File: src/hdl/contiguous_page_allocator_core_assert.svh
// assertion macros for the contiguous page allocator core
// included by the datapath; needs clk and rst_n in the including scope
`ifndef CONTIGUOUS_PAGE_ALLOCATOR_CORE_ASSERT_SVH
`define CONTIGUOUS_PAGE_ALLOCATOR_CORE_ASSERT_SVH
`ifndef SYNTHESIS
// checked on every clock edge outside reset
`define CPA_ASSERT(lbl, prop, msg) \
    lbl: assert property (@(posedge clk) disable iff (!rst_n) prop) else $error(msg);
// checked on every clock edge, reset included
`define CPA_ASSERT_ALWAYS(lbl, prop, msg) \
    lbl: assert property (@(posedge clk) prop) else $error(msg);
`else
`define CPA_ASSERT(lbl, prop, msg)
`define CPA_ASSERT_ALWAYS(lbl, prop, msg)
`endif
`endif

File: src/hdl/cpa_pkg.sv
// shared types, constants and codes of the contiguous page allocator
// used by cpa_ctrl, cpa_dp and contiguous_page_allocator_core; no dependencies
package cpa_pkg;

    // store geometry
    localparam int MAX_PAGES  = 1024;
    localparam int PAGE_SHIFT = 12;
    localparam int IDX_W      = (MAX_PAGES > 1) ? $clog2(MAX_PAGES) : 1;
    localparam int CNT_W      = $clog2(MAX_PAGES + 1);

    // field widths
    localparam int ADDR_W     = 32;
    localparam int BASE_W     = 20;
    localparam int COUNT_W    = 11;
    localparam int CMP_W      = (CNT_W > COUNT_W) ? CNT_W : COUNT_W;
    localparam int CFG_DATA_W = 32;
    localparam int CFG_IDX_W  = 1;

    // reset values of the registers
    localparam logic [BASE_W-1:0]  BASE_PAGE_RST    = '0;
    localparam logic [COUNT_W-1:0] USABLE_PAGES_RST = COUNT_W'(1024);

    // page descriptor bits
    localparam int FLAG_W = 2;
    localparam logic [FLAG_W-1:0] FLAG_TAKEN = 2'b01;
    localparam logic [FLAG_W-1:0] FLAG_LAST  = 2'b10;

    typedef enum logic [CFG_IDX_W-1:0] {
        REG_BASE_PAGE    = 1'b0,
        REG_USABLE_PAGES = 1'b1
    } cfg_reg_t;

    typedef enum logic {
        MODE_ALLOC = 1'b0,
        MODE_FREE  = 1'b1
    } mode_t;

    typedef struct packed {
        mode_t               mode;
        logic [COUNT_W-1:0]  page_count;
        logic [ADDR_W-1:0]   address;
    } req_t;

    typedef struct packed {
        logic [ADDR_W-1:0]   block_address;
        logic                success;
    } rsp_t;

    // datapath operations
    typedef enum logic [2:0] {
        OP_NONE   = 3'd0,
        OP_CLEAR  = 3'd1,
        OP_LOAD   = 3'd2,
        OP_START  = 3'd3,
        OP_SCAN   = 3'd4,
        OP_MARK   = 3'd5,
        OP_WALK   = 3'd6,
        OP_RESULT = 3'd7
    } op_t;

    typedef struct packed {
        op_t op;
    } cmd_t;

    typedef struct packed {
        logic clear_done;
        logic is_free;
        logic alloc_ok;
        logic free_ok;
        logic found;
        logic scan_end;
        logic mark_done;
        logic walk_end;
        logic rsp_free;
    } stat_t;

endpackage

File: src/hdl/cpa_ctrl.sv
// controller state machine of the contiguous page allocator
// depends on cpa_pkg; drives datapath commands from datapath status
module cpa_ctrl (
    input  logic           clk,
    input  logic           rst_n,
    input  logic           req_valid,
    output logic           req_stall,
    input  cpa_pkg::stat_t stat,
    output cpa_pkg::cmd_t  cmd
);

    typedef enum logic [6:0] {
        ST_CLEAR  = 7'b0000001,
        ST_IDLE   = 7'b0000010,
        ST_CHECK  = 7'b0000100,
        ST_SCAN   = 7'b0001000,
        ST_MARK   = 7'b0010000,
        ST_WALK   = 7'b0100000,
        ST_RESULT = 7'b1000000
    } state_t;

    state_t state_reg;
    state_t state_next;

    // items are taken only between requests
    assign req_stall = (state_reg != ST_IDLE);

    // next state and command
    always_comb
    begin
        state_next = state_reg;
        cmd.op     = cpa_pkg::OP_NONE;
        case (state_reg)
            ST_CLEAR:
            begin
                cmd.op = cpa_pkg::OP_CLEAR;
                if (stat.clear_done)
                begin
                    state_next = ST_IDLE;
                end
            end
            ST_IDLE:
            begin
                if (req_valid)
                begin
                    cmd.op     = cpa_pkg::OP_LOAD;
                    state_next = ST_CHECK;
                end
            end
            ST_CHECK:
            begin
                cmd.op = cpa_pkg::OP_START;
                if (stat.is_free)
                begin
                    state_next = stat.free_ok ? ST_WALK : ST_RESULT;
                end
                else
                begin
                    state_next = stat.alloc_ok ? ST_SCAN : ST_RESULT;
                end
            end
            ST_SCAN:
            begin
                cmd.op = cpa_pkg::OP_SCAN;
                if (stat.found)
                begin
                    state_next = ST_MARK;
                end
                else if (stat.scan_end)
                begin
                    state_next = ST_RESULT;
                end
            end
            ST_MARK:
            begin
                cmd.op = cpa_pkg::OP_MARK;
                if (stat.mark_done)
                begin
                    state_next = ST_RESULT;
                end
            end
            ST_WALK:
            begin
                cmd.op = cpa_pkg::OP_WALK;
                if (stat.walk_end)
                begin
                    state_next = ST_RESULT;
                end
            end
            ST_RESULT:
            begin
                if (stat.rsp_free)
                begin
                    cmd.op     = cpa_pkg::OP_RESULT;
                    state_next = ST_IDLE;
                end
            end
            default:
            begin
                state_next = ST_IDLE;
            end
        endcase
    end

    // state register, clearing pass first after reset
    always_ff @(posedge clk or negedge rst_n)
    begin
        if (!rst_n)
        begin
            state_reg <= ST_CLEAR;
        end
        else
        begin
            state_reg <= state_next;
        end
    end

endmodule

File: src/hdl/cpa_dp.sv
// datapath of the contiguous page allocator: registers, descriptor memory,
// scan and walk pointers, result register; depends on cpa_pkg and the assert header
`include "contiguous_page_allocator_core_assert.svh"

module cpa_dp (
    input  logic                              clk,
    input  logic                              rst_n,
    input  logic                              cfg_we,
    input  cpa_pkg::cfg_reg_t                 cfg_index,
    input  logic [cpa_pkg::CFG_DATA_W-1:0]    cfg_data,
    input  cpa_pkg::req_t                     req,
    input  logic                              rsp_stall,
    output logic                              rsp_valid,
    output cpa_pkg::rsp_t                     rsp,
    input  cpa_pkg::cmd_t                     cmd,
    output cpa_pkg::stat_t                    stat
);

    // descriptor store
    logic [cpa_pkg::FLAG_W-1:0] mem [cpa_pkg::MAX_PAGES];
    logic [cpa_pkg::FLAG_W-1:0] rd_data_reg;

    // configuration
    logic [cpa_pkg::BASE_W-1:0]  base_page_reg;
    logic [cpa_pkg::COUNT_W-1:0] usable_reg;

    // request and walk state
    cpa_pkg::req_t              req_reg, req_next;
    logic [cpa_pkg::CNT_W-1:0]  ptr_reg, ptr_next;
    logic                       ev_valid_reg, ev_valid_next;
    logic [cpa_pkg::IDX_W-1:0]  ev_idx_reg, ev_idx_next;
    logic [cpa_pkg::CNT_W-1:0]  run_reg, run_next;
    logic [cpa_pkg::IDX_W-1:0]  mark_ptr_reg, mark_ptr_next;
    logic [cpa_pkg::IDX_W-1:0]  mark_end_reg, mark_end_next;

    // result
    logic                        res_ok_reg, res_ok_next;
    logic [cpa_pkg::ADDR_W-1:0]  res_addr_reg, res_addr_next;
    logic                        rsp_valid_reg, rsp_valid_next;
    cpa_pkg::rsp_t               rsp_reg, rsp_next;

    // combinational helpers
    logic [cpa_pkg::CNT_W-1:0]                   eff_pages;
    logic [cpa_pkg::ADDR_W-1:0]                  heap_base;
    logic [cpa_pkg::ADDR_W:0]                    diff;
    logic [cpa_pkg::ADDR_W-cpa_pkg::PAGE_SHIFT-1:0] page_off;
    logic                                        in_range;
    logic                                        free_ok;
    logic [cpa_pkg::IDX_W-1:0]                   free_idx;
    logic                                        alloc_ok;
    logic                                        rd_taken;
    logic                                        rd_last;
    logic [cpa_pkg::CNT_W-1:0]                   run_inc;
    logic                                        hit;
    logic [cpa_pkg::IDX_W-1:0]                   hit_start;
    logic [cpa_pkg::ADDR_W-1:0]                  alloc_addr;
    logic                                        can_issue;
    logic                                        walk_stop;

    // memory port controls
    logic                        mem_we;
    logic [cpa_pkg::IDX_W-1:0]   mem_wa;
    logic [cpa_pkg::FLAG_W-1:0]  mem_wd;
    logic                        mem_re;
    logic [cpa_pkg::IDX_W-1:0]   mem_ra;

    // page count limited to the store depth
    assign eff_pages = (cpa_pkg::CMP_W'(usable_reg) > cpa_pkg::CMP_W'(cpa_pkg::MAX_PAGES)) ?
                       cpa_pkg::CNT_W'(cpa_pkg::MAX_PAGES) : cpa_pkg::CNT_W'(usable_reg);

    // free bounds: address - heap base, then page offset against page count
    assign heap_base = cpa_pkg::ADDR_W'({base_page_reg, {cpa_pkg::PAGE_SHIFT{1'b0}}});
    assign diff      = {1'b0, req_reg.address} - {1'b0, heap_base};
    assign page_off  = diff[cpa_pkg::ADDR_W-1:cpa_pkg::PAGE_SHIFT];
    assign in_range  = !diff[cpa_pkg::ADDR_W] &&
                       (page_off < (cpa_pkg::ADDR_W - cpa_pkg::PAGE_SHIFT)'(eff_pages));
    assign free_ok   = (req_reg.address != '0) && in_range;
    assign free_idx  = diff[cpa_pkg::PAGE_SHIFT+cpa_pkg::IDX_W-1:cpa_pkg::PAGE_SHIFT];

    // alloc bounds
    assign alloc_ok = (req_reg.page_count != '0) &&
                      (cpa_pkg::CMP_W'(req_reg.page_count) <= cpa_pkg::CMP_W'(eff_pages));

    // descriptor read back in the cycle after issue
    assign rd_taken = (rd_data_reg & cpa_pkg::FLAG_TAKEN) != '0;
    assign rd_last  = (rd_data_reg & cpa_pkg::FLAG_LAST) != '0;

    // first-fit run tracking
    assign run_inc    = run_reg + cpa_pkg::CNT_W'(1);
    assign hit        = ev_valid_reg && !rd_taken &&
                        (cpa_pkg::CMP_W'(run_inc) == cpa_pkg::CMP_W'(req_reg.page_count));
    assign hit_start  = ev_idx_reg - cpa_pkg::IDX_W'(run_reg);
    assign alloc_addr = cpa_pkg::ADDR_W'({cpa_pkg::ADDR_W'(base_page_reg) +
                                          cpa_pkg::ADDR_W'(hit_start),
                                          {cpa_pkg::PAGE_SHIFT{1'b0}}});

    assign can_issue = ptr_reg < eff_pages;
    assign walk_stop = ev_valid_reg && (!rd_taken || rd_last);

    // memory port selection
    always_comb
    begin
        mem_we = 1'b0;
        mem_wa = ptr_reg[cpa_pkg::IDX_W-1:0];
        mem_wd = '0;
        mem_re = 1'b0;
        mem_ra = ptr_reg[cpa_pkg::IDX_W-1:0];
        case (cmd.op)
            cpa_pkg::OP_CLEAR:
            begin
                mem_we = 1'b1;
            end
            cpa_pkg::OP_SCAN:
            begin
                mem_re = can_issue && !hit;
            end
            cpa_pkg::OP_MARK:
            begin
                mem_we = 1'b1;
                mem_wa = mark_ptr_reg;
                mem_wd = (mark_ptr_reg == mark_end_reg) ?
                         (cpa_pkg::FLAG_TAKEN | cpa_pkg::FLAG_LAST) : cpa_pkg::FLAG_TAKEN;
            end
            cpa_pkg::OP_WALK:
            begin
                mem_re = can_issue && !walk_stop;
                mem_we = ev_valid_reg && rd_taken;
                mem_wa = ev_idx_reg;
            end
            default:
            begin
                mem_we = 1'b0;
            end
        endcase
    end

    // descriptor memory, one write and one registered read per cycle
    always_ff @(posedge clk)
    begin
        if (mem_we)
        begin
            mem[mem_wa] <= mem_wd;
        end
        if (mem_re)
        begin
            rd_data_reg <= mem[mem_ra];
        end
    end

    // next values of the working registers
    always_comb
    begin
        req_next       = req_reg;
        ptr_next       = ptr_reg;
        ev_valid_next  = 1'b0;
        ev_idx_next    = ev_idx_reg;
        run_next       = run_reg;
        mark_ptr_next  = mark_ptr_reg;
        mark_end_next  = mark_end_reg;
        res_ok_next    = res_ok_reg;
        res_addr_next  = res_addr_reg;
        rsp_next       = rsp_reg;
        rsp_valid_next = rsp_valid_reg && rsp_stall;
        case (cmd.op)
            cpa_pkg::OP_CLEAR:
            begin
                ptr_next = ptr_reg + cpa_pkg::CNT_W'(1);
            end
            cpa_pkg::OP_LOAD:
            begin
                req_next = req;
            end
            cpa_pkg::OP_START:
            begin
                ptr_next      = (req_reg.mode == cpa_pkg::MODE_FREE) ?
                                cpa_pkg::CNT_W'(free_idx) : '0;
                run_next      = '0;
                res_ok_next   = (req_reg.mode == cpa_pkg::MODE_FREE) && free_ok;
                res_addr_next = '0;
            end
            cpa_pkg::OP_SCAN:
            begin
                if (mem_re)
                begin
                    ptr_next      = ptr_reg + cpa_pkg::CNT_W'(1);
                    ev_valid_next = 1'b1;
                    ev_idx_next   = ptr_reg[cpa_pkg::IDX_W-1:0];
                end
                if (ev_valid_reg)
                begin
                    run_next = rd_taken ? '0 : run_inc;
                end
                if (hit)
                begin
                    res_ok_next   = 1'b1;
                    res_addr_next = alloc_addr;
                    mark_ptr_next = hit_start;
                    mark_end_next = ev_idx_reg;
                end
            end
            cpa_pkg::OP_MARK:
            begin
                mark_ptr_next = mark_ptr_reg + cpa_pkg::IDX_W'(1);
            end
            cpa_pkg::OP_WALK:
            begin
                if (mem_re)
                begin
                    ptr_next      = ptr_reg + cpa_pkg::CNT_W'(1);
                    ev_valid_next = 1'b1;
                    ev_idx_next   = ptr_reg[cpa_pkg::IDX_W-1:0];
                end
            end
            cpa_pkg::OP_RESULT:
            begin
                rsp_next.block_address = res_addr_reg;
                rsp_next.success       = res_ok_reg;
                rsp_valid_next         = 1'b1;
            end
            default:
            begin
                ev_valid_next = 1'b0;
            end
        endcase
    end

    // control registers and configuration
    always_ff @(posedge clk or negedge rst_n)
    begin
        if (!rst_n)
        begin
            base_page_reg <= cpa_pkg::BASE_PAGE_RST;
            usable_reg    <= cpa_pkg::USABLE_PAGES_RST;
            ptr_reg       <= '0;
            ev_valid_reg  <= 1'b0;
            run_reg       <= '0;
            rsp_valid_reg <= 1'b0;
        end
        else
        begin
            if (cfg_we)
            begin
                case (cfg_index)
                    cpa_pkg::REG_BASE_PAGE:
                    begin
                        base_page_reg <= cfg_data[cpa_pkg::BASE_W-1:0];
                    end
                    cpa_pkg::REG_USABLE_PAGES:
                    begin
                        usable_reg <= cfg_data[cpa_pkg::COUNT_W-1:0];
                    end
                    default:
                    begin
                        base_page_reg <= base_page_reg;
                    end
                endcase
            end
            ptr_reg       <= ptr_next;
            ev_valid_reg  <= ev_valid_next;
            run_reg       <= run_next;
            rsp_valid_reg <= rsp_valid_next;
        end
    end

    // payload registers
    always_ff @(posedge clk)
    begin
        req_reg      <= req_next;
        ev_idx_reg   <= ev_idx_next;
        mark_ptr_reg <= mark_ptr_next;
        mark_end_reg <= mark_end_next;
        res_ok_reg   <= res_ok_next;
        res_addr_reg <= res_addr_next;
        rsp_reg      <= rsp_next;
    end

    // status to the controller
    always_comb
    begin
        stat.clear_done = ptr_reg[cpa_pkg::IDX_W-1:0] == cpa_pkg::IDX_W'(cpa_pkg::MAX_PAGES - 1);
        stat.is_free    = req_reg.mode == cpa_pkg::MODE_FREE;
        stat.alloc_ok   = alloc_ok;
        stat.free_ok    = free_ok;
        stat.found      = hit;
        stat.scan_end   = !ev_valid_reg && !can_issue;
        stat.mark_done  = mark_ptr_reg == mark_end_reg;
        stat.walk_end   = walk_stop || (!ev_valid_reg && !can_issue);
        stat.rsp_free   = !rsp_valid_reg || !rsp_stall;
    end

    assign rsp_valid = rsp_valid_reg;
    assign rsp       = rsp_reg;

    // checks
    `CPA_ASSERT(a_mark_in_block, (cmd.op == cpa_pkg::OP_MARK) |-> (mark_ptr_reg <= mark_end_reg), "mark pointer passed the block end")
    `CPA_ASSERT(a_walk_in_range, (cmd.op == cpa_pkg::OP_WALK && mem_we) |-> (cpa_pkg::CNT_W'(ev_idx_reg) < eff_pages), "free walk cleared a page past the usable range")
    `CPA_ASSERT(a_rsp_from_result, $rose(rsp_valid_reg) |-> $past(cmd.op == cpa_pkg::OP_RESULT), "result shown without a result command")
    `CPA_ASSERT_ALWAYS(a_write_source, mem_we |-> (cmd.op == cpa_pkg::OP_CLEAR || cmd.op == cpa_pkg::OP_MARK || cmd.op == cpa_pkg::OP_WALK), "descriptor write outside clear mark or walk")

endmodule

File: src/hdl/contiguous_page_allocator_core.sv
// First-fit contiguous page allocator with a 1024-entry descriptor memory
// (taken and last bits per page). After reset a clearing pass writes every
// descriptor, during which no item is taken; configuration writes are
// taken at any time. Each item is handled alone and one descriptor is
// visited per cycle through the single memory read port: an allocation
// of N pages scans up to the end of the first free run (at most the
// usable page count) and, if one is found, then marks its N pages; a
// rejected item goes straight to the result; a free walks the pages of
// its block. The result waits in an output register, and the next item
// is taken while it is held.
// depends on cpa_pkg, cpa_ctrl and cpa_dp
module contiguous_page_allocator_core (
    input  logic                            clk,
    input  logic                            rst_n,
    input  logic                            req_valid,
    output logic                            req_stall,
    input  cpa_pkg::req_t                   req,
    output logic                            rsp_valid,
    input  logic                            rsp_stall,
    output cpa_pkg::rsp_t                   rsp,
    input  logic                            cfg_valid,
    output logic                            cfg_ready,
    input  cpa_pkg::cfg_reg_t               cfg_index,
    input  logic [cpa_pkg::CFG_DATA_W-1:0]  cfg_data
);

    cpa_pkg::cmd_t  cmd;
    cpa_pkg::stat_t stat;

    // registers are always writable
    assign cfg_ready = 1'b1;

    // controller
    cpa_ctrl u_ctrl (
        .clk       (clk),
        .rst_n     (rst_n),
        .req_valid (req_valid),
        .req_stall (req_stall),
        .stat      (stat),
        .cmd       (cmd)
    );

    // datapath
    cpa_dp u_dp (
        .clk       (clk),
        .rst_n     (rst_n),
        .cfg_we    (cfg_valid && cfg_ready),
        .cfg_index (cfg_index),
        .cfg_data  (cfg_data),
        .req       (req),
        .rsp_stall (rsp_stall),
        .rsp_valid (rsp_valid),
        .rsp       (rsp),
        .cmd       (cmd),
        .stat      (stat)
    );

endmodule

File: config.mk
export PLATFORM = sky130hd
export DESIGN_NAME = contiguous_page_allocator_core
export DESIGN_NICKNAME = d
export VERILOG_FILES = /design/src/hdl/cpa_pkg.sv /design/src/hdl/cpa_ctrl.sv /design/src/hdl/cpa_dp.sv /design/src/hdl/contiguous_page_allocator_core.sv
export VERILOG_INCLUDE_DIRS = /design/src /design/src/hdl
export SDC_FILE = /design/constraint.sdc
export NUM_CORES = 2
export LEC_CHECK = 0
export BUFFER_PORTS_ARGS = -buffer_cell sky130_fd_sc_hd__buf_2
export CAP_MARGIN = 10
export CELL_PAD_IN_SITES_DETAIL_PLACEMENT = 1
export CELL_PAD_IN_SITES_GLOBAL_PLACEMENT = 2
export CORE_UTILIZATION = 52
export CTS_CLUSTER_SIZE = 25
export DETAILED_ROUTE_END_ITERATION = 7
export GPL_TIMING_DRIVEN = 0
export PLACE_DENSITY = 0.85
export SLEW_MARGIN = 10
export SYNTH_ARGS = -nofsm -noshare
export SYNTH_HDL_FRONTEND = slang
export SYNTH_SLANG_ARGS = --single-unit
export TNS_END_PERCENT = 30
File: constraint.sdc
create_clock -name clk -period 86.1 [get_ports clk]
set_clock_uncertainty 0.15 [all_clocks]
set_input_delay 25.83 -clock clk [delete_from_list [all_inputs] [get_ports clk]]
set_output_delay 25.83 -clock clk [all_outputs]
set_load 0.01 [all_outputs]
# Word level (Yosys, flattened, before mapping)
# Memories as Yosys holds them, arrays and structs flattened. A register that Yosys moved wholly into a read port is not among the register bits.
# Index checks and enable logic that the tools add are counted.
# word_totals
out_inout_bits	36
reg_bits	202
wordCells	132
memories	1
mem_bits_rw	2048
# mem_list
name	depth	word_bits	read_ports	rd_ports_with_merged_regs	write_ports	line_no	source
u_dp.mem	1024	2	1	1	1	cpa_dp.sv:20	logic [cpa_pkg::FLAG_W-1:0] mem [cpa_pkg::MAX_PAGES];
# op_classes
n_addsub	6
eq_ne	27
bitwise	1
order_cmp	4
reduce_logical	39
mux	37
# ops
cell	n
$mux W7	10
$pmux W32 S2	1
$pmux W7 S7	1
$mux W11	4
$pmux W10 S2	2
$pmux W11 S3	1
$sub A32 B32 Y33	1
$mux W32	1
$reduce_bool A32 Y1	1
$add A11 B1 Y11 const B	2
$pmux W11 S2	1
$pmux W3 S7	1
$add A20 B10 Y20	1
$lt A20 B11 Y1	1
$mux W10	2
$reduce_and A2 Y1	8
$eq A3 B3 Y1 const B	4
$logic_and A1 B1 Y1	12
$eq A11 B11 Y1	1
$gt A11 B11 Y1 const B	1
$le A11 B11 Y1	1
$lt A11 B11 Y1	1
$reduce_bool A11 Y1	1
$add A10 B1 Y10 const B	1
other kinds (27)	54

# Depth between registers and ports, before layout
# logic_depth
word_depth	9
mapped_depth	20

# Hierarchy
# Synthesis repeated with hierarchy kept, for this count alone.
# hier_totals
hier_cells	5811
hier_area_um2	94112.8
# modules_own_cells
mod	area_per_inst_um2	instances	seq_area_each_um2	cells_each
cpa_dp	93546.0	1	66420.0	5740
cpa_ctrl	555.5	1	176.4	69
contiguous_page_allocator_core	11.3	1	0.0	2

# Least setup slack after synthesis
# No wires, ideal clock.
# synth_timing
path_type	register -> register
start	register u_ctrl.state_reg[0]
end	memory u_dp.mem[0][1] in the netlist's numbering (data pin)
required_ns	80.993
path_stages_with_launch	8
setup_slack_ns	55.737
period_less_slack_ns	30.363
arrival_ns	25.256
path_cell_list	dfstp_2 > buf_6 > or3_1 > buf_2 > or4_1 > buf_4 > clkbuf_1 > nor2_1
# synth_via
elab_chain_cells	4
elab_cells_between_ends	10
classes_between	eq/ne: 8; mux: 2
# synth_lines
element	line_no	source
start: declaration	cpa_ctrl.sv:22	state_t state_reg;
start signal: assignment	cpa_ctrl.sv:114	state_reg <= state_next;
$eq A7 B7 Y1 (tied with other cells)	cpa_ctrl.sv:33	case (state_reg)
$pmux W3 S7 *	cpa_ctrl.sv:33	
$eq A3 B3 Y1 *	cpa_dp.sv:108	case (cmd.op)
$mux W2 *	cpa_dp.sv:108	
named net u_dp.mem_wd (one bit)	cpa_dp.sv:63	logic [cpa_pkg::FLAG_W-1:0] mem_wd;
end: declaration	cpa_dp.sv:20	
# Mark *: on every way through the listed nets, which the timed path passes. The rest lies on a longest branch.

# Worst setup path in the final report
# layout_timing
start	register u_ctrl.state_reg[5]
end	output port req_stall
# layout_via
elab_chain_cells	1
# layout_lines
element	line_no	source
$ne A7 B2 Y1	cpa_ctrl.sv:26	assign req_stall = (state_reg != ST_IDLE);
end: declaration	contiguous_page_allocator_core.sv:16	output logic req_stall,
# Every way passes these cells.

==> key figures <==
Min path
  – Hold Path Class: reg -> reg
  – Worst hold endpoint: u_dp.rsp[27]
  – Worst hold path depth: 0
  – Hold Crit Start: u_dp.res_addr_reg[26]

Pwr
  – VDD IR max: 0.0284 mV
  – Combinational power share: 34.3%
  – Pwr/cell area: 31.5 nW/um^2
  – Register share of total power: 36.1%
  – Clk pwr share: 29.6%
  – Leak: 35.6 nW
  – Final Power: 3.35 mW
  – Power Internal: 2.00 mW
  – Net Sw Frac: 40.1%
  – Psw: 1.34 mW

Drt
  – Vias: 63100
  – First DRT Iteration DRCs: 12100
  – # DRC: 0
  – Routed WL: 398 mm
  – Drt first pass iters: 6
  – Drt via density: 7.24
  – Antenna Nets Post-Route: 0
  – DR WL/cell: 45.7 um

Setup path
  – Worst Path Class, Setup: reg -> out
  – WP depth: 5
  – Critical path startpoint category: flop
  – Worst flop-to-flop path endpoint: u_dp.rd_data_reg[1]
  – Slowest Stage Delay on Critical Path: 0.70 ns
  – FF-to-FF Start: u_dp.ptr_reg[1]
  – WP buf/inv: 3
  – Required time of the critical path: 60.12 ns
  – CP endpoint kind: output port
  – Slowest cell on the critical path: or4_1
  – Max FO, Critical Path: 10
  – Reg2reg setup slack: 78.24 ns
  – Reg2reg path depth: 11
  – Crit path DAT: 3.24 ns
  – CP most frequent cell: clkbuf_1
  – CP cell instances: clkbuf_1, or4_1, or4b_2, clkbuf_1, buf_2
  – Delay-heaviest family, CP: simple AND/OR/NAND/NOR gates

Floorplanning
  – Core area: 179000 um^2
  – Die Y: 426 um
  – Rows: 155
  – Initial core utilization: 52.4%
  – Die ar.: 182000 um^2
  – # IOs: 118
  – Die Wd: 426 um

Status
  – Failing checks: capacitance limit, slew limit
  – Outcome: finished with violations

Clock tree
  – CTS Root Cell: clkbuf_16
  – Clock Latency Late Sink: 0.93 ns
  – Htree depth: 4
  – Cts hold-fix bufs: 0
  – Clock slew at reported path FFs: 0.06 ns
  – Postcts setup bufs: 0
  – CTS max path bufs: 3
  – # clock sinks: 2228
  – Post-cts gate resize count: 0
  – CTS tree: done
  – Inserted Clock Buffers: 227

Global routing
  – Initial antenna violation count: 52
  – Number of global-route vias before repair: 61800
  – Global-route wire length before repair: 526 mm
  – GRT Util Overall: 43.9%
  – Grt ovf: 0
  – Pin count of the biggest net entering global routing: 151

Layout
  – Max FFs per register: 2048
  – Multi-input gate area: 24800 um^2
  – Synth-to-Final Area Change: 13.3%
  – Seq. cell area: 66600 um^2
  – Final net count: 6282
  – Fillers: 16000
  – Layout cell share with drive strength beyond 1: 20.3%

Yosys
  – Synth warnings: 0
  – Async S/R FF share, synth: 2.78%
  – Main synth FF type: edfxtp_1
  – Mapped Avg Cell Area: 16.4 um^2
  – Sequential area share after synthesis: 71.1%
  – Library cells used by synthesis: 84
  – EDFF count, synth: 2166
  – Mapped Cells: 5723
  – Mapped cell area: 93700 um^2
  – Number of synthesized register bits: 2228

Timing
  – Least-Margin Pin Slew: 1.55 ns
  – Fin crit period: 29.22 ns
  – Fmax: 34.2 MHz
  – Hold WS: 0.271 ns
  – Final-report hold violation count: 0
  – Crit share post-route: 33.9%
  – Final setup fails: 0
  – Setup TNS: 0 ns
  – Max Slew Vio Count: 17
  – Relative slew slack: -3.71%
  – RSZ-0062 raised after global routing: false

Placed design
  – Routability Congestion: 0.995
  – Dpl hpwl: 261 mm
  – Port Buffers: 92

Job
  – Max-cap violations: 3
==> layout by cell type, fill, tap and decap left out, drive strengths merged, types with 44 or more instances in the layout <==
| master | Yosys | final |
|---|---|---|
| nand2 | 239 | 239 |
| buf | 253 | 413 |
| clkinv | 4 | 105 |
| mux2i | 137 | 137 |
| xnor2 | 44 | 44 |
| dfrtp | 60 | 60 |
| a21oi | 112 | 112 |
| inv | 59 | 66 |
| ha | 73 | 73 |
| mux4 | 477 | 477 |
| nor3 | 51 | 51 |
| nor2 | 1131 | 1131 |
| clkbuf | 179 | 467 |
| o21ai | 112 | 112 |
| edfxtp | 2166 | 2166 |
| a22oi | 61 | 61 |
| nand3 | 61 | 61 |
| a221oi | 52 | 52 |
==> through the flow <==
step | std cells | cell area [um^2] | utilization [%] | setup slack (ns)
5_1_grt | 8672 | 106000 | 59.4 | 56.82
4_1_cts | 8670 | 106000 | 59.4 | 56.88
3_3_place_gp | 8181 | 97100 | 54.4 | 32.82
2_1_floorplan | 5734 | 93700 | - | 55.74
6_report | 8709 | 106000 | 59.4 | 56.88
3_5_place_dp | 8249 | 98800 | 55.3 | 56.74
==> final cells by class <==
class	instances	share of cell area, %
Clock buffer	287	5.58
Antenna cell	38	0.0896
Timing Repair Buffer	161	1.84
Buffer	432	2.08
Inverter	63	0.236
Clock inverter	134	1.25
Tap cell	2355	2.78
Multi-Input combinational cell	3011	23.4
Sequential cell	2228	62.7
==> worst max path at each step <==
stage	startpoint	to	slack (ns)
after global routing	u_ctrl.state_reg[5]	req_stall	56.82
after detailed placement	req_valid	u_dp.mem[709][1]	56.74
after global placement	u_ctrl.state_reg[3]	u_dp.mem[306][1]	32.82
final	u_ctrl.state_reg[5]	req_stall	56.88
after floorplan	u_ctrl.state_reg[0]	u_dp.mem[0][1]	55.74
after CTS	u_ctrl.state_reg[5]	req_stall	56.88
==> synth_stat cells, types with 55 or more instances <==
library cell / count / area (um^2)
a21oi_1: 112 / 561
edfxtp_1: 2166 / 65000
buf_1: 68 / 255
inv_1: 58 / 218
o21ai_0: 112 / 561
nand2_1: 238 / 893
a22oi_1: 61 / 458
mux4_2: 477 / 10700
nor2_1: 1122 / 4210
mux2i_1: 137 / 1370
ha_1: 73 / 913
buf_4: 55 / 413
buf_2: 114 / 571
clkbuf_1: 179 / 672
dfrtp_1: 60 / 1500
==> power by group through the flow <==
| stage | Clock (mW) | Combinational (mW) | Sequential (mW) |
|---|---|---|---|
| floorplan | 0 | 0.449 | 1.22 |
| global placement | 0 | 1.01 | 1.23 |
| detailed placement | 0 | 1.05 | 1.23 |
| CTS | 0.982 | 1.06 | 1.21 |
| global route | 1.02 | 1.10 | 1.21 |
| finish | 0.991 | 1.15 | 1.21 |
==> cell families after synthesis <==
logic type      Yosys count  share of synthesized area [%]
simple gates           1646                           7.35
flops                  2228                           71.1
xor+xnor                 72                          0.673
fa+ha+maj                76                           1.04
compound gates          576                           4.23
other cells               2                        0.00802
mux                     628                           13.1
buf+inv                 495                           2.50
==> routing by layer <==
metal	GRT usage [%]	routed length (um)	up-vias	part of all wire [%]
met5	0.185	376	-	0.095
met2	62.3	168000	6147	42
met4	33.4	38000	38	9.6
met3	17.6	62800	1610	16
li1	-	-	23100	-
met1	53.9	129000	32200	32
Power figures use the tool's default switching activity.
